<file path="src/rtl/core/itaf_pkg.sv">
// Shared types, character codes and helper functions of the integer to ASCII formatter.
// This package has no dependencies. Every module of the block uses it.
package itaf_pkg;

    // Each kind of request has its own prefix text; a positive number has none.
    typedef enum logic [1:0] {
        K_NUM_POS = 2'd0,
        K_NUM_NEG = 2'd1,
        K_PTR     = 2'd2,
        K_NIL     = 2'd3
    } kind_t;

    // The request class that the front part hands to the back part.
    typedef struct packed {
        kind_t kind;
        logic  hex;
        logic  upper;
    } desc_t;

    // Operation codes of the operation input.
    localparam logic OP_NUMBER  = 1'b0;
    localparam logic OP_POINTER = 1'b1;

    // Digit style codes. Code 3 has no meaning and prints decimal.
    localparam logic [1:0] STYLE_DEC       = 2'd0;
    localparam logic [1:0] STYLE_HEX_LOWER = 2'd1;
    localparam logic [1:0] STYLE_HEX_UPPER = 2'd2;

    localparam int QUEUE_DEPTH = 2;
    localparam int QUEUE_CNT_W = $clog2(QUEUE_DEPTH + 1);

    localparam logic [7:0] CH_ZERO    = 8'h30;
    localparam logic [7:0] CH_A_UPPER = 8'h41;
    localparam logic [7:0] CH_A_LOWER = 8'h61;
    localparam logic [7:0] CH_MINUS   = 8'h2d;
    localparam logic [7:0] CH_LPAREN  = 8'h28;
    localparam logic [7:0] CH_RPAREN  = 8'h29;
    localparam logic [7:0] CH_N       = 8'h6e;
    localparam logic [7:0] CH_I       = 8'h69;
    localparam logic [7:0] CH_L       = 8'h6c;
    localparam logic [7:0] CH_X       = 8'h78;

    // Returns the number of prefix characters for a request kind.
    function automatic logic [2:0] prefix_len(kind_t kind);
        logic [2:0] len;
        case (kind)
            K_NUM_POS: len = 3'd0;
            K_NUM_NEG: len = 3'd1;
            K_PTR:     len = 3'd2;
            K_NIL:     len = 3'd5;
            default:   len = 3'd0;
        endcase
        return len;
    endfunction

    // Returns one character of the prefix text of a request kind.
    function automatic logic [7:0] prefix_char(kind_t kind, logic [2:0] idx);
        logic [7:0] ch;
        ch = CH_MINUS;
        case (kind)
            K_PTR:
            begin
                ch = (idx == 3'd0) ? CH_ZERO : CH_X;
            end
            K_NIL:
            begin
                case (idx)
                    3'd0:    ch = CH_LPAREN;
                    3'd1:    ch = CH_N;
                    3'd2:    ch = CH_I;
                    3'd3:    ch = CH_L;
                    default: ch = CH_RPAREN;
                endcase
            end
            default: ch = CH_MINUS;
        endcase
        return ch;
    endfunction

    // Returns the ASCII code of one digit in either letter case.
    function automatic logic [7:0] digit_char(logic [3:0] d, logic upper);
        logic [7:0] ch;
        if (d < 4'd10)
        begin
            ch = CH_ZERO + {4'h0, d};
        end
        else
        begin
            ch = (upper ? CH_A_UPPER : CH_A_LOWER) + {4'h0, d} - 8'd10;
        end
        return ch;
    endfunction

endpackage

</file>
<file path="src/rtl/core/itaf_front.sv">
// Front part of the integer to ASCII formatter: accepts requests and classifies them.
// Depends on itaf_pkg for the request class type and the operation and style codes.
module itaf_front #(
    parameter int VALUE_BITS = 64
) (
    input  logic                      start,
    input  logic                      busy,
    input  logic                      operation,
    input  logic [63:0]               value,
    input  logic [1:0]                digit_style,
    output logic                      push,
    output itaf_pkg::desc_t           desc,
    output logic [VALUE_BITS-1:0]     mag
);

    logic [VALUE_BITS-1:0] v;

    assign v    = value[VALUE_BITS-1:0];
    assign push = start && !busy;

    // A negative number keeps its magnitude as an unsigned value, so the most
    // negative value comes out as the full power of two.
    always_comb
    begin
        desc.hex   = 1'b1;
        desc.upper = 1'b0;
        mag        = v;
        if (operation == itaf_pkg::OP_POINTER)
        begin
            desc.kind = (v == '0) ? itaf_pkg::K_NIL : itaf_pkg::K_PTR;
        end
        else
        begin
            desc.hex   = (digit_style == itaf_pkg::STYLE_HEX_LOWER) ||
                         (digit_style == itaf_pkg::STYLE_HEX_UPPER);
            desc.upper = (digit_style == itaf_pkg::STYLE_HEX_UPPER);
            if (v[VALUE_BITS-1])
            begin
                desc.kind = itaf_pkg::K_NUM_NEG;
                mag       = ~v + {{(VALUE_BITS-1){1'b0}}, 1'b1};
            end
            else
            begin
                desc.kind = itaf_pkg::K_NUM_POS;
            end
        end
    end

endmodule

</file>
<file path="src/rtl/core/itaf_queue.sv">
// Short request queue between the front and back parts of the formatter.
// Depends on itaf_pkg for the request class type and the queue depth.
module itaf_queue #(
    parameter int VALUE_BITS = 64
) (
    input  logic                             clk,
    input  logic                             rst_n,
    input  logic                             push,
    input  itaf_pkg::desc_t                  push_desc,
    input  logic [VALUE_BITS-1:0]            push_mag,
    input  logic                             pop,
    output itaf_pkg::desc_t                  pop_desc,
    output logic [VALUE_BITS-1:0]            pop_mag,
    output logic                             empty,
    output logic                             full,
    output logic [itaf_pkg::QUEUE_CNT_W-1:0] count
);

    localparam int DEPTH = itaf_pkg::QUEUE_DEPTH;
    localparam int PTR_W = (DEPTH > 1) ? $clog2(DEPTH) : 1;
    localparam int CNT_W = itaf_pkg::QUEUE_CNT_W;

    itaf_pkg::desc_t       desc_mem [DEPTH];
    logic [VALUE_BITS-1:0] mag_mem  [DEPTH];
    logic [PTR_W-1:0]      wr_ptr_reg;
    logic [PTR_W-1:0]      rd_ptr_reg;
    logic [CNT_W-1:0]      count_reg;

    assign empty    = (count_reg == '0);
    assign full     = (count_reg == CNT_W'(DEPTH));
    assign count    = count_reg;
    assign pop_desc = desc_mem[rd_ptr_reg];
    assign pop_mag  = mag_mem[rd_ptr_reg];

    always_ff @(posedge clk)
    begin
        if (push)
        begin
            desc_mem[wr_ptr_reg] <= push_desc;
            mag_mem[wr_ptr_reg]  <= push_mag;
        end
    end

    always_ff @(posedge clk or negedge rst_n)
    begin
        if (!rst_n)
        begin
            wr_ptr_reg <= '0;
            rd_ptr_reg <= '0;
            count_reg  <= '0;
        end
        else
        begin
            if (push)
            begin
                wr_ptr_reg <= (wr_ptr_reg == PTR_W'(DEPTH - 1)) ? '0 : wr_ptr_reg + 1'b1;
            end
            if (pop)
            begin
                rd_ptr_reg <= (rd_ptr_reg == PTR_W'(DEPTH - 1)) ? '0 : rd_ptr_reg + 1'b1;
            end
            if (push && !pop)
            begin
                count_reg <= count_reg + 1'b1;
            end
            else if (pop && !push)
            begin
                count_reg <= count_reg - 1'b1;
            end
        end
    end

endmodule

</file>
<file path="src/rtl/core/itaf_back.sv">
// Back part of the formatter: converts a queued request to digits and emits its characters.
// Depends on itaf_pkg for the request class type, character codes and helper functions.
module itaf_back #(
    parameter int VALUE_BITS = 64
) (
    input  logic                      clk,
    input  logic                      rst_n,
    input  logic                      q_empty,
    input  itaf_pkg::desc_t           q_desc,
    input  logic [VALUE_BITS-1:0]     q_mag,
    output logic                      pop,
    output logic                      strobe,
    output logic [7:0]                char_code,
    output logic                      last_char
);

    // Decimal digits needed for the largest value, and hex digits likewise.
    localparam int DEC_DIGITS = (VALUE_BITS * 30103) / 100000 + 1;
    localparam int HEX_DIGITS = (VALUE_BITS + 3) / 4;
    localparam int NDIG       = (DEC_DIGITS > HEX_DIGITS) ? DEC_DIGITS : HEX_DIGITS;
    localparam int DW         = NDIG * 4;
    localparam int DCNT_W     = $clog2(NDIG + 1);
    localparam int BCNT_W     = $clog2(VALUE_BITS + 1);

    typedef enum logic [2:0] {
        S_IDLE,
        S_CONV,
        S_SKIP,
        S_PREFIX,
        S_DIGITS
    } state_t;

    state_t                state_reg,  state_next;
    itaf_pkg::desc_t       desc_reg,   desc_next;
    logic [DW-1:0]         digits_reg, digits_next;
    logic [VALUE_BITS-1:0] bin_reg,    bin_next;
    logic [BCNT_W-1:0]     bcnt_reg,   bcnt_next;
    logic [DCNT_W-1:0]     dcnt_reg,   dcnt_next;
    logic [2:0]            pidx_reg,   pidx_next;
    logic                  strobe_reg, strobe_next;
    logic [7:0]            char_reg,   char_next;
    logic                  last_reg,   last_next;

    logic [DW-1:0]         adjusted;
    logic [3:0]            top_digit;
    logic [2:0]            plen;

    assign top_digit = digits_reg[DW-1 -: 4];
    assign plen      = itaf_pkg::prefix_len(desc_reg.kind);
    assign strobe    = strobe_reg;
    assign char_code = char_reg;
    assign last_char = last_reg;

    // Add-three step of the binary to BCD conversion, once per digit.
    always_comb
    begin
        for (int i = 0; i < NDIG; i++)
        begin
            adjusted[4*i +: 4] = (digits_reg[4*i +: 4] >= 4'd5) ?
                                 4'(digits_reg[4*i +: 4] + 4'd3) : digits_reg[4*i +: 4];
        end
    end

    always_comb
    begin
        state_next  = state_reg;
        desc_next   = desc_reg;
        digits_next = digits_reg;
        bin_next    = bin_reg;
        bcnt_next   = bcnt_reg;
        dcnt_next   = dcnt_reg;
        pidx_next   = pidx_reg;
        strobe_next = 1'b0;
        char_next   = char_reg;
        last_next   = 1'b0;
        pop         = 1'b0;
        case (state_reg)
            S_IDLE:
            begin
                if (!q_empty)
                begin
                    pop         = 1'b1;
                    desc_next   = q_desc;
                    pidx_next   = '0;
                    dcnt_next   = DCNT_W'(NDIG);
                    bin_next    = q_mag;
                    bcnt_next   = BCNT_W'(VALUE_BITS);
                    if (q_desc.kind == itaf_pkg::K_NIL)
                    begin
                        state_next = S_PREFIX;
                    end
                    else if (q_desc.hex)
                    begin
                        digits_next = DW'(q_mag);
                        state_next  = S_SKIP;
                    end
                    else
                    begin
                        digits_next = '0;
                        state_next  = S_CONV;
                    end
                end
            end
            S_CONV:
            begin
                digits_next = {adjusted[DW-2:0], bin_reg[VALUE_BITS-1]};
                bin_next    = bin_reg << 1;
                bcnt_next   = bcnt_reg - 1'b1;
                if (bcnt_reg == BCNT_W'(1))
                begin
                    state_next = S_SKIP;
                end
            end
            S_SKIP:
            begin
                // Leading zeros go one digit a cycle; a lone zero stays.
                if ((top_digit == 4'd0) && (dcnt_reg > DCNT_W'(1)))
                begin
                    digits_next = {digits_reg[DW-5:0], 4'h0};
                    dcnt_next   = dcnt_reg - 1'b1;
                end
                else
                begin
                    state_next = (plen != 3'd0) ? S_PREFIX : S_DIGITS;
                end
            end
            S_PREFIX:
            begin
                strobe_next = 1'b1;
                char_next   = itaf_pkg::prefix_char(desc_reg.kind, pidx_reg);
                pidx_next   = pidx_reg + 1'b1;
                if (pidx_reg == plen - 3'd1)
                begin
                    if (desc_reg.kind == itaf_pkg::K_NIL)
                    begin
                        last_next  = 1'b1;
                        state_next = S_IDLE;
                    end
                    else
                    begin
                        state_next = S_DIGITS;
                    end
                end
            end
            S_DIGITS:
            begin
                strobe_next = 1'b1;
                char_next   = itaf_pkg::digit_char(top_digit, desc_reg.upper);
                last_next   = (dcnt_reg == DCNT_W'(1));
                digits_next = {digits_reg[DW-5:0], 4'h0};
                dcnt_next   = dcnt_reg - 1'b1;
                if (dcnt_reg == DCNT_W'(1))
                begin
                    state_next = S_IDLE;
                end
            end
            default:
            begin
                state_next = S_IDLE;
            end
        endcase
    end

    always_ff @(posedge clk or negedge rst_n)
    begin
        if (!rst_n)
        begin
            state_reg  <= S_IDLE;
            strobe_reg <= 1'b0;
            char_reg   <= '0;
            last_reg   <= 1'b0;
            bcnt_reg   <= '0;
            dcnt_reg   <= '0;
            pidx_reg   <= '0;
        end
        else
        begin
            state_reg  <= state_next;
            strobe_reg <= strobe_next;
            char_reg   <= char_next;
            last_reg   <= last_next;
            bcnt_reg   <= bcnt_next;
            dcnt_reg   <= dcnt_next;
            pidx_reg   <= pidx_next;
        end
    end

    always_ff @(posedge clk)
    begin
        desc_reg   <= desc_next;
        digits_reg <= digits_next;
        bin_reg    <= bin_next;
    end

endmodule

</file>
<file path="src/rtl/core/integer_to_ascii_formatter.sv">
// Flow: the back part takes a request from the queue whenever it is idle. Decimal requests
// pass through the bit-serial BCD converter; every numeric request then drops the leading
// zeros of its NDIG-digit buffer (NDIG is 20 at 64 bits), and the prefix and the digits
// follow, one character per cycle. The back part handles one request at a time; busy is a
// full queue.
module integer_to_ascii_formatter #(
    parameter int VALUE_BITS = 64
) (
    input  logic        clk,
    input  logic        rst_n,
    input  logic        start,
    output logic        busy,
    input  logic        operation,
    input  logic [63:0] value,
    input  logic [1:0]  digit_style,
    output logic        strobe,
    output logic [7:0]  char_code,
    output logic        last_char
);

    // Reset: rst_n clears the queue and the back part; no clearing pass is needed.
    // The front part classifies each request in the cycle it is accepted: it picks
    // the prefix kind, the radix and letter case, and forms the unsigned magnitude.
    // The result is written into a short queue so the front side keeps accepting
    // requests while the back side is still converting or emitting characters.
    localparam int CNT_W = itaf_pkg::QUEUE_CNT_W;

    logic                  push;
    itaf_pkg::desc_t       f_desc;
    logic [VALUE_BITS-1:0] f_mag;
    logic                  pop;
    itaf_pkg::desc_t       q_desc;
    logic [VALUE_BITS-1:0] q_mag;
    logic                  q_empty;
    logic                  q_full;
    logic [CNT_W-1:0]      q_count;

    // The block is busy only when the queue has no free entry.
    assign busy = q_full;

    itaf_front #(
        .VALUE_BITS(VALUE_BITS)
    ) u_front (
        .start      (start),
        .busy       (busy),
        .operation  (operation),
        .value      (value),
        .digit_style(digit_style),
        .push       (push),
        .desc       (f_desc),
        .mag        (f_mag)
    );

    itaf_queue #(
        .VALUE_BITS(VALUE_BITS)
    ) u_queue (
        .clk      (clk),
        .rst_n    (rst_n),
        .push     (push),
        .push_desc(f_desc),
        .push_mag (f_mag),
        .pop      (pop),
        .pop_desc (q_desc),
        .pop_mag  (q_mag),
        .empty    (q_empty),
        .full     (q_full),
        .count    (q_count)
    );

    // The back part converts decimal requests bit-serially to BCD, strips leading
    // zeros one digit a cycle, then emits the prefix and the digits from registered
    // outputs, one character per cycle, with last_char on the final one.
    itaf_back #(
        .VALUE_BITS(VALUE_BITS)
    ) u_back (
        .clk      (clk),
        .rst_n    (rst_n),
        .q_empty  (q_empty),
        .q_desc   (q_desc),
        .q_mag    (q_mag),
        .pop      (pop),
        .strobe   (strobe),
        .char_code(char_code),
        .last_char(last_char)
    );

    // An accepted request is in the queue in the next cycle.
    assert property (@(posedge clk) disable iff (!rst_n)
        (start && !busy) |=> (q_count != '0))
    else $error("accepted request did not enter the queue");

    // The back part returns to idle after the final character of a request.
    assert property (@(posedge clk) disable iff (!rst_n)
        (strobe && last_char) |=> !strobe)
    else $error("character emitted right after the final character");

    // Every emitted character lies between the left parenthesis and the letter x.
    assert property (@(posedge clk) disable iff (!rst_n)
        strobe |-> ((char_code >= itaf_pkg::CH_LPAREN) && (char_code <= itaf_pkg::CH_X)))
    else $error("emitted character outside the formatter's character set");

    // The back part never takes a request from an empty queue.
    assert property (@(posedge clk) disable iff (!rst_n)
        pop |-> !q_empty)
    else $error("request taken from an empty queue");

endmodule
</file>
<file path="config.mk">
export PLATFORM = sky130hd
export DESIGN_NAME = integer_to_ascii_formatter
export DESIGN_NICKNAME = d
export VERILOG_FILES = /design/src/rtl/core/itaf_pkg.sv /design/src/rtl/core/itaf_front.sv /design/src/rtl/core/itaf_queue.sv /design/src/rtl/core/itaf_back.sv /design/src/rtl/core/integer_to_ascii_formatter.sv
export SDC_FILE = /design/constraint.sdc
export NUM_CORES = 1
export LEC_CHECK = 0
export BUFFER_PORTS_ARGS = -buffer_cell sky130_fd_sc_hd__buf_2
export CAP_MARGIN = 30
export CORE_ASPECT_RATIO = 1.1
export CORE_MARGIN = 3
export CORE_UTILIZATION = 56
export CTS_CLUSTER_SIZE = 10
export DETAILED_ROUTE_END_ITERATION = 7
export GPL_TIMING_DRIVEN = 0
export PLACE_DENSITY = 0.77
export SETUP_SLACK_MARGIN = 0.05
export SYNTH_ARGS = -nofsm -noshare
export SYNTH_HDL_FRONTEND = slang
export SYNTH_SLANG_ARGS = --single-unit
</file>
<file path="constraint.sdc">
create_clock -name clk -period 8 [get_ports clk]
set_input_delay 1.6 -clock clk [delete_from_list [all_inputs] [get_ports clk]]
set_output_delay 1.6 -clock clk [all_outputs]
set_load 0.1 [all_outputs]
</file>
==> summary.md, run 1 <==
| Metric | Value |
|---|---|
| Postcts setup bufs | 0 |
| Worst skew pair latency | 0.52 ns |
| Hold-fix buffers, CTS | 0 |
| Area delta synth->final | 12.8% |
| Clock sink total | 314 |
| Net count, final | 1,699 |
| GP Congestion | 0.947 |
| GR Util All Layers | 26.2% |
| Measured slew at the worst slew-check pin | 1.07 ns |
| Unrepaired setup endpoints after global routing | false |
| Die ar. | 31,400 um2 |
| Io pins | 81 |
| Via density | 6.26 |
| Post-synth ARST share | 9.87% |
| 1st-iter DRT viols | 1,231 |
| Most frequent cells in the layout | edfxtp_1 (283), nor2_1 (160), a21oi_1 (146) |
| WP buf/inv | 2 |
| Yosys warns | 0 |
| CP Class | input pin to flop |
| Seq/Total Area, Yosys | 56.6% |
| Final Hold Viols | 0 |
| Die Height | 185 um |
| Combinational Power Share | 43.5% |
| Site row count | 65 |
| FILL cells | 2,247 |
| Residual DRC | 0 |
| Worst Skew | 0.0180 ns |
| Fmax | 247 MHz |
| Cell count after synthesis | 1,444 |
| Global-route wire length before repair | 64,500 um |
| 1st-pass router iterations | 7 |
| Inserted Diodes | 0 |
| Max FFs per register | 128 |
| Most common cell after layout, fill and taps aside | edfxtp_1 |
| Crit path largest cell delay | 0.80 ns |
| Lkg Pwr | 6.94 nW |
| Mean post-synth cell area | 11.4 um2 |
| Reg power frac | 39.1% |
| Vias in the first global route | 12,000 |
| Post-synth net total | 1,570 |
| Yosys cell types | 64 |
| Num CTS Buffers | 37 |
| Critical-path top delay cell | nor4_2 |
| Slew Limit Fails | 0 |
| Post-route antenna net violation count | 0 |
| Status | completed |
| Sw Ratio | 40.8% |
| Fin Setup TNS | 0 ns |
| Share of layout cells above drive strength 1 | 9.75% |
| Wire per inst | 21.2 um |
| CTS max path bufs | 3 |
| Total wire length | 41,300 um |
| Flip-flop and latch count after synthesis | 314 |
| Crit-path max FO | 9 |
| Post-DP HPWL | 29,400 um |
| Htree depth | 2 |
| Clock group share of total power | 17.4% |
| TritonCTS clock tree | built |
| Final Setup Violations | 0 |
| CP startpoint kind | input pin |
| Fin crit share | 50.5% |
| CP arrival | 4.30 ns |
| Grt total ovfl | 0 |
| Top_reg_cell synth | edfxtp_1 |
| Internal | 0.00495 W |
| Initial antenna violation count | 0 |
| Switching power | 0.00342 W |
| Max Cap Viol | 0 |
| Largest net degree at the start of global routing | 65 |
| Post-CTS sizing | 0 |
| Final Critical Period | 4.04 ns |
| Clock transition at the registers of the reported paths | 0.06 ns |
| CP Capture Type | flop |
| Core Box Area | 28,800 um2 |
| Peak supply drop | 0.243 mV |
| Kind of cell adding the most delay to the critical path | simple AND/OR/NAND/NOR gates |
| Worst min path class | flop to flop |
| Syn Std Cell Area | 16,400 um2 |
| Worst path cell trace | buf_2 -> inv_1 -> ha_1 -> nor3b_1 -> nand3_1 -> nor4_2 -> nand2_1 -> o21ai_1 |
| Root Buffer | clkbuf_16 |
| Via count of the routed design | 12,200 |
| Worst slew margin | 27.9% |
| DIE WIDTH | 169 um |
| EDFF count, synth | 283 |
| Initial core utilization | 56.9% |
| Core occupancy in the finished layout | 64.3% |
| Critical Path RT | 8.26 ns |
| Pwr dens | 453 nW/um2 |
| Port Buffers | 79 |
-- routing by layer --
| metal | part of all wire (%) | track usage, % | vias to the layer above | wire, um |
|---|---|---|---|---|
| met5 | 0 | 0 | - | 0 |
| met3 | 7.0 | 3.50 | 126 | 2890 |
| met1 | 41 | 34.6 | 5892 | 16800 |
| li1 | - | - | 5634 | - |
| met2 | 48 | 43.5 | 545 | 19600 |
| met4 | 4.7 | 12.1 | 0 | 1950 |
-- cells in the mapped netlist (all sizes together) (4+ instances only) --
cell type	instances	area, um2
edfxtp	283	8500
nor2	161	604
a21oi	146	731
nand2	69	259
mux2i	68	681
o21ai	65	325
inv	61	229
ha	56	701
xor2	55	482
clkbuf	52	195
o221ai	41	359
xnor2	40	350
dfrtp	31	776
nand2b	30	188
nor3	29	156
nand3	27	135
nor3b	26	200
a31oi	24	150
nor2b	20	125
nor4	20	153
a21o	16	120
a221o	14	140
buf	13	65.1
a22o	11	96.3
o31ai	11	82.6
or3	9	56.3
or4	8	63.8
a22oi	6	45.0
and3	5	31.3
a211oi	4	30.0
-- through the flow --
step                hold WS, ns  power, W  cell area (um2)  worst slack [ns]  cells
floorplan                 0.420   0.00572            16400             0.428   1444
global placement          0.452   0.00664            17300             -2.93   1891
detailed placement        0.475   0.00685            17500              3.43   1902
CTS                       0.480   0.00834            18500              3.96   1947
global route              0.488   0.00885            18500              3.77   1947
finish                    0.475   0.00837            18500              3.96   1947
-- worst register-to-register path, stage by stage, from the launching register on --
cell and delay [ns]:
dfrtp_1 0.35, buf_2 0.25, clkinv_1 0.24, nand2_1 0.34
clkbuf_1 0.79, clkbuf_1 0.61, nand2_4 0.66
-- area by class of cell --
class / count / area [um2] / area share (%)
Timing Repair Buffer: 90 / 588 / 3.18
Multi-Input combinational cell: 1003 / 6670 / 36.0
Clock buffer: 43 / 968 / 5.24
Clock inverter: 2 / 46.3 / 0.250
Inverter: 62 / 233 / 1.26
Tap cell: 368 / 460 / 2.49
Buffer: 65 / 260 / 1.41
Sequential cell: 314 / 9270 / 50.1
-- final timing paths --
path | startpoint | endpoint | slack (ns) | cells after the start
setup / recovery | value[0] | u_queue.desc_mem[1][2]$_DFFE_PP_ | 3.96 | 8
hold / removal | u_back.bcnt_reg[5]$_DFFE_PN0P_ | u_back.bcnt_reg[5]$_DFFE_PN0P_ | 0.47 | 1
setup reg to reg | u_back.state_reg[1]$_DFFE_PN0P_ | u_back.bin_reg[49]$_DFFE_PP_ | 4.19 | 6
hold reg to reg | u_back.bcnt_reg[5]$_DFFE_PN0P_ | u_back.bcnt_reg[5]$_DFFE_PN0P_ | 0.47 | 1
max in group asynchronous | rst_n | u_back.bcnt_reg[6]$_DFFE_PN0P_ | 6.40 | 1
min in group asynchronous | rst_n | u_back.bcnt_reg[3]$_DFFE_PN0P_ | 1.14 | 1
-- cells by family after synthesis --
kind of cell / synth area share (%)
AO/OA/AOI/OAI: 14.1
adder cells (fa/ha/maj): 4.27
flip-flops: 56.6
multiplexers: 4.29
XOR/XNOR: 5.07
buffers and inverters: 3.01
AND/OR/NAND/NOR: 12.7
other: 0.0229
-- power groups by stage --
stage / sequential, W / clock, W / combinational, W
2_1_floorplan: 0.00338 / 0 / 0.00234
3_3_place_gp: 0.00337 / 0 / 0.00327
3_5_place_dp: 0.00328 / 0 / 0.00357
4_1_cts: 0.00326 / 0.00148 / 0.00360
5_1_grt: 0.00334 / 0.00154 / 0.00397
6_report: 0.00327 / 0.00146 / 0.00364
Power figures use the tool's default switching activity.
==> inputs of run 2 (changes only) <==
--- a/config.mk
+++ b/config.mk
@@ -5,15 +5,16 @@
 export SDC_FILE = /design/constraint.sdc
 export NUM_CORES = 1
 export LEC_CHECK = 0
+export ABC_AREA = 1
 export BUFFER_PORTS_ARGS = -buffer_cell sky130_fd_sc_hd__buf_2
 export CAP_MARGIN = 30
 export CORE_ASPECT_RATIO = 1.1
 export CORE_MARGIN = 3
-export CORE_UTILIZATION = 56
+export CORE_UTILIZATION = 62
 export CTS_CLUSTER_SIZE = 10
 export DETAILED_ROUTE_END_ITERATION = 7
 export GPL_TIMING_DRIVEN = 0
-export PLACE_DENSITY = 0.77
+export PLACE_DENSITY = 0.8
 export SETUP_SLACK_MARGIN = 0.05
 export SYNTH_ARGS = -nofsm -noshare
 export SYNTH_HDL_FRONTEND = slang
==> constraint.sdc (replaced) <==
create_clock -name clk -period 4.14 [get_ports clk]
set_input_delay 0.828 -clock clk [delete_from_list [all_inputs] [get_ports clk]]
set_output_delay 0.828 -clock clk [all_outputs]
set_load 0.1 [all_outputs]
==> summary.md, run 2 <==
| Metric | Value |
|---|---|
| Hold-fix buffers, CTS | 0 |
| Yosys cell types | 38 |
| Wl on met1 | 19,200 um |
| Crit path largest cell delay | 0.85 ns |
| CP startpoint kind | flop |
| Critical-path top delay cell | a31oi_4 |
| Postcts setup bufs | 0 |
| Worst setup margin | 1.21 ns |
| Core Box Area | 27,200 um2 |
| Worst Skew | 0.0289 ns |
| Slew Limit Fails | 0 |
| Most frequent cells in the layout | nand2_1 (527), edfxtp_1 (283), inv_1 (234) |
| GR Util All Layers | 32.5% |
| Ranking of synthesized cells by area | edfxtp_1 (49%), nand2_1 (11%), inv_1 (5.1%), dfrtp_1 (4.5%), ha_1 (4.1%) |
| Area share of the largest cell type after synthesis | 49.2% |
| Unrepaired setup endpoints after global routing | false |
| Worst min path class | input pin to asynchronous set/reset pin |
| Post-synth ARST share | 9.87% |
| Most common cell after layout, fill and taps aside | nand2_1 |
| Synth cell count leaders | nand2_1 (528), edfxtp_1 (283), inv_1 (234), nor2_1 (147), o21ai_0 (119) |
| Syn Std Cell Area | 17,300 um2 |
| Worst setup endpoint | u_back.digits_reg[53]$_DFFE_PP_ |
| Io pins | 81 |
| Cell mode on critical path | nand2_1 |
| Most frequent cell after synthesis | nand2_1 |
| Post-synth top area cell | edfxtp_1 |
| Critical Path RT | 4.37 ns |
| Net count, final | 2,146 |
| Crit path launch | u_back.state_reg[0]$_DFFE_PN0P_ |
| Via density | 5.97 |
| Seq/Total Area, Yosys | 53.7% |
| Met3 Routed Length | 4310 um |
| Final Critical Period | 2.93 ns |
| Post-CTS sizing | 0 |
| CP arrival | 3.16 ns |
| Die ar. | 29,900 um2 |
| Fmax | 341 MHz |
| Initial antenna violation count | 0 |
| Post-DP HPWL | 36,100 um |
| Reg area | 9270 um2 |
| Port Buffers | 79 |
| Max Cap Viol | 0 |
| Clock transition at the registers of the reported paths | 0.06 ns |
| Fin crit share | 70.8% |
| Wire per inst | 20.2 um |
| Global-route wire length before repair | 74,800 um |
| Lkg Pwr | 8.20 nW |
| Area delta synth->final | 12.0% |
| 1st-iter DRT viols | 1,800 |
| CTS max path bufs | 3 |
| R2r startpoint | u_back.state_reg[0]$_DFFE_PN0P_ |
| Mean post-synth cell area | 9.11 um2 |
| Placed inst area | 18,300 um2 |
| Crit-path max FO | 24 |
| DIE WIDTH | 165 um |
| Final Hold Viols | 0 |
| Kind of cell adding the most delay to the critical path | buffers and inverters |
| Htree depth | 2 |
| Peak supply drop | 0.597 mV |
| GP Congestion | 0.984 |
| Highest metal used | met4 |
| Root Buffer | clkbuf_16 |
| Measured slew at the worst slew-check pin | 0.908 ns |
| Post-route antenna net violation count | 0 |
| Reg2Reg Depth | 9 |
| Worst path cell trace | inv_1 -> nand2_1 -> nand2_1 -> nand2_1 -> buf_4 -> clkbuf_1 -> a31oi_4 -> buf_12 -> buf_16 |
| Worst slew margin | 39.4% |
| Worst skew pair latency | 0.53 ns |
| WP depth | 9 |
| WL met2 | 22,600 um |
| Clock sink total | 314 |
| Vias in the first global route | 13,700 |
| Worst r2r dst | u_back.digits_reg[53]$_DFFE_PP_ |
| Final instance area | 19,300 um2 |
| Grt total ovfl | 0 |
| Die Height | 181 um |
| Initial core utilization | 63.5% |
| CP Class | flop to flop |
| 1st-pass router iterations | 5 |
| Max FFs per register | 128 |
| FILL cells | 2,044 |
| EDFF count, synth | 283 |
| Inserted Diodes | 0 |
| Top_reg_cell synth | edfxtp_1 |
| Yosys warns | 0 |
| Total wire length | 48,400 um |
| Cell count after synthesis | 1,895 |
| Num CTS Buffers | 37 |
| Status | completed |
| Flip-flop and latch count after synthesis | 314 |
| Hold Slack | 0.355 ns |
| CP Capture Type | flop |
| WP buf/inv | 5 |
| TritonCTS clock tree | built |
| Share of layout cells above drive strength 1 | 12.2% |
| Pre-CTS setup slack | 1.29 ns |
| Pwr dens | 848 nW/um2 |
| Largest net degree at the start of global routing | 67 |
| Via count of the routed design | 14,300 |
| Site row count | 63 |
| R2r setup slk | 1.21 ns |
| Residual DRC | 0 |
| Post-synth net total | 2,021 |
| Area of the multi-input gates | 6830 um2 |
| Core occupancy in the finished layout | 71.1% |
| Final Setup Violations | 0 |
run 2: cell count changes in the layout (fill, tap and decap cells not counted), sizes merged, moves of 28 or more:
cell    previous run  this run
or2                2        40
xnor2             40         6
mux2i             68         1
buf              103       132
clkbuf            95        67
nand3             27        79
nand2b            30         0
a21oi            146        62
inv               61       239
o21ai             65       123
o211ai             2        41
nand2             69       540
run 2: logic make-up after synthesis:
group | share of synthesized area, %
DFF | 53.7
adders and majority gates | 4.06
muxes | 0.0580
and+or+nand+nor | 20.9
xor gates and xnor gates | 2.99
other | 0.0217
buffers and inverters | 6.96
AOI/OAI and AO/OA | 11.3
run 2: final cells by class:
type | count | share of cell area (%)
Buffer | 61 | 1.60
Clock buffer | 52 | 5.08
Clock inverter | 4 | 0.240
Inverter | 238 | 4.62
Multi-Input combinational cell | 1282 | 35.3
Sequential cell | 314 | 48.0
Tap cell | 357 | 2.31
Timing Repair Buffer | 86 | 2.85
run 2: stage by stage:
stage / std cells / setup TNS, ns / power (W)
CTS: 2394 / 0 / 0.0162
global placement: 2331 / -119.01 / 0.0126
floorplan: 1895 / 0 / 0.0109
finish: 2394 / 0 / 0.0164
global route: 2394 / 0 / 0.0173
detailed placement: 2338 / 0 / 0.0133
run 2: power breakdown:
part / internal, W / switching [W]
Clock: 0.00164 / 0.00123
Combinational: 0.00211 / 0.00516
Sequential: 0.00554 / 0.000691
Total: 0.00930 / 0.00709
run 2: how the worst min path moves through the flow:
stage | startpoint | end | slack [ns] | cells past startpoint
final | rst_n | u_queue.rd_ptr_reg$_DFFE_PN0P_ | 0.35 | 1
after global routing | rst_n | u_queue.rd_ptr_reg$_DFFE_PN0P_ | 0.40 | 1
after CTS | rst_n | u_queue.rd_ptr_reg$_DFFE_PN0P_ | 0.37 | 1
after detailed placement | u_back.bcnt_reg[4]$_DFFE_PN0P_ | u_back.bcnt_reg[4]$_DFFE_PN0P_ | 0.47 | 1
after global placement | u_back.bcnt_reg[4]$_DFFE_PN0P_ | u_back.bcnt_reg[4]$_DFFE_PN0P_ | 0.46 | 1
after floorplan | u_back.desc_reg[0]$_DFFE_PP_ | u_back.char_code[5]$_DFFE_PN0P_ | 0.43 | 1
run 2: routing by layer:
layer  track usage, %  vias to the layer above
met4             14.4                        0
li1                 -                     6669
met3             4.82                      139
met2             52.3                      743
met5                0                        -
met1             43.8                     6737
run 2: worst reg2reg max path, stage by stage (launching register included):
cell,delay [ns]
dfrtp_1,0.41
inv_1,0.10
nand2_1,0.08
nand2_1,0.07
nand2_1,0.07
buf_4,0.18
clkbuf_1,0.41
a31oi_4,0.85
buf_12,0.29
buf_16,0.19
==> inputs of run 3 (changes only) <==
--- a/config.mk
+++ b/config.mk
@@ -10,11 +10,11 @@
 export CAP_MARGIN = 30
 export CORE_ASPECT_RATIO = 1.1
 export CORE_MARGIN = 3
-export CORE_UTILIZATION = 62
+export CORE_UTILIZATION = 56
 export CTS_CLUSTER_SIZE = 10
 export DETAILED_ROUTE_END_ITERATION = 7
 export GPL_TIMING_DRIVEN = 0
-export PLACE_DENSITY = 0.8
+export PLACE_DENSITY = 0.77
 export SETUP_SLACK_MARGIN = 0.05
 export SYNTH_ARGS = -nofsm -noshare
 export SYNTH_HDL_FRONTEND = slang
==> constraint.sdc (replaced) <==
create_clock -name clk -period 2.4 [get_ports clk]
set_input_delay 0.48 -clock clk [delete_from_list [all_inputs] [get_ports clk]]
set_output_delay 0.48 -clock clk [all_outputs]
set_load 0.1 [all_outputs]
==> summary.md, run 3 (synthesized netlist as in run 2, its figures left out) <==
| Metric | Value |
|---|---|
| Status | completed |
| Peak supply drop | 1.11 mV |
| Reg power frac | 37.9% |
| Via count of the routed design | 14,200 |
| Die Height | 190 um |
| TritonCTS clock tree | built |
| R2r setup slk | 0.17 ns |
| Total wire length | 47,400 um |
| Worst path cell trace | clkinvlp_4 -> buf_2 -> nand2_1 -> nand2_1 -> nand3_1 -> nand3_2 -> a31oi_4 -> buf_16 -> buf_12 |
| Critical-path top delay cell | dfrtp_2 |
| Wire per inst | 19.3 um |
| Unrepaired setup endpoints after global routing | false |
| Vias in the first global route | 13,800 |
| Residual DRC | 0 |
| Measured slew at the worst slew-check pin | 0.806 ns |
| Crit-path max FO | 25 |
| Most frequent cells in the layout | nand2_1 (526), edfxtp_1 (283), inv_1 (229) |
| Sw Ratio | 42.9% |
| Wl on met1 | 18,800 um |
| Met3 Routed Length | 3750 um |
| Core occupancy in the finished layout | 65.0% |
| Grt total ovfl | 0 |
| Final instance area | 19,500 um2 |
| Combinational Power Share | 44.1% |
| Clock transition at the registers of the reported paths | 0.05 ns |
| Crit path largest cell delay | 0.44 ns |
| Worst Skew | 0.0202 ns |
| Clock group share of total power | 18.0% |
| Largest net degree at the start of global routing | 67 |
| 1st-pass router iterations | 6 |
| Clock sink total | 314 |
| WP buf/inv | 4 |
| Reg area | 9280 um2 |
| Die ar. | 33,000 um2 |
| Highest metal used | met4 |
| Hold-fix buffers, CTS | 0 |
| Worst slew margin | 45.7% |
| Initial antenna violation count | 0 |
| Cell mode on critical path | nand2_1 |
| Max Cap Viol | 0 |
| Inserted Diodes | 0 |
| DIE WIDTH | 173 um |
| CP startpoint kind | flop |
| Global-route wire length before repair | 73,800 um |
| Critical Path RT | 2.62 ns |
| Final Setup Violations | 0 |
| Pwr dens | 1450 nW/um2 |
| Pre-CTS setup slack | -0.302 ns |
| Max FFs per register | 128 |
| Num CTS Buffers | 37 |
| Fmax | 449 MHz |
| Via density | 5.79 |
| Most common cell after layout, fill and taps aside | nand2_1 |
| CP Capture Type | flop |
| Initial core utilization | 57.6% |
| Io pins | 81 |
| Internal | 0.0161 W |
| CP Class | flop to flop |
| FILL cells | 2,418 |
| Site row count | 66 |
| Area of the multi-input gates | 6860 um2 |
| Fin Setup TNS | 0 ns |
| Htree depth | 2 |
| Post-DP HPWL | 35,600 um |
| GP Congestion | 1.01 |
| Slew Limit Fails | 0 |
| Lkg Pwr | 8.22 nW |
| CP arrival | 2.45 ns |
| Fin crit share | 92.8% |
| Switching power | 0.0121 W |
| Area delta synth->final | 12.9% |
| Placed inst area | 18,400 um2 |
| Post-route antenna net violation count | 0 |
| Kind of cell adding the most delay to the critical path | buffers and inverters |
| GR Util All Layers | 28.5% |
| Share of layout cells above drive strength 1 | 12.9% |
| Net count, final | 2,149 |
| Root Buffer | clkbuf_16 |
| Worst setup margin | 0.173 ns |
| Worst min path class | input pin to asynchronous set/reset pin |
| Port Buffers | 79 |
| Final Hold Viols | 0 |
| Worst skew pair latency | 0.53 ns |
| 1st-iter DRT viols | 1,504 |
| Hold Slack | 0.00305 ns |
| WL met2 | 23,000 um |
| Core Box Area | 30,000 um2 |
| CTS max path bufs | 3 |
| Final Critical Period | 2.23 ns |
run 3: power groups by stage:
stage               clock [W]  sequential [W]  combinational (W)
floorplan                   0          0.0109            0.00773
global placement            0          0.0107             0.0110
detailed placement          0          0.0107             0.0121
CTS                   0.00511          0.0107             0.0123
global route          0.00537          0.0109             0.0137
finish                0.00508          0.0107             0.0125
run 3: layout make-up:
class / count / area share, %
flip-flops and latches: 314 / 47.6
multi-input cells: 1282 / 35.2
clock buffers: 55 / 5.15
inverters: 238 / 4.60
repair buffers: 89 / 2.90
well taps: 408 / 2.62
plain buffers: 61 / 1.59
clock inverters: 3 / 0.340
run 3: repair_timing:
| item | CTS | global route |
|---|---|---|
| setup buffers | 2 | 1 |
| gates resized for setup | 2 | 4 |
| setup endpoints to repair | 137 | 91 |
run 3: worst paths after layout:
check,from,to,cells after the start
min reg2reg,u_back.dcnt_reg[1]$_DFFE_PN0P_,u_back.dcnt_reg[1]$_DFFE_PN0P_,2
max reg2reg,u_queue.rd_ptr_reg$_DFFE_PN0P_,u_back.digits_reg[43]$_DFFE_PP_,9
max,u_queue.rd_ptr_reg$_DFFE_PN0P_,u_back.digits_reg[43]$_DFFE_PP_,9
min in group clk,value[0],u_queue.mag_mem[0][0]$_DFFE_PP_,1
min,rst_n,u_queue.count[0]$_DFFE_PN0P_,1
max in group asynchronous,rst_n,u_queue.rd_ptr_reg$_DFFE_PN0P_,1
run 3: per-stage QoR:
| step | cells | total power, W |
|---|---|---|
| final | 2450 | 0.0283 |
| after global routing | 2450 | 0.0300 |
| after detailed placement | 2389 | 0.0228 |
| after CTS | 2449 | 0.0281 |
| after floorplan | 1895 | 0.0187 |
| after global placement | 2382 | 0.0217 |
run 3: layer usage:
layer / vias up / track usage [%]
li1: 6658 / -
met1: 6703 / 36.6
met2: 697 / 49.2
met3: 120 / 3.67
met4: 0 / 11.6
met5: - / 0
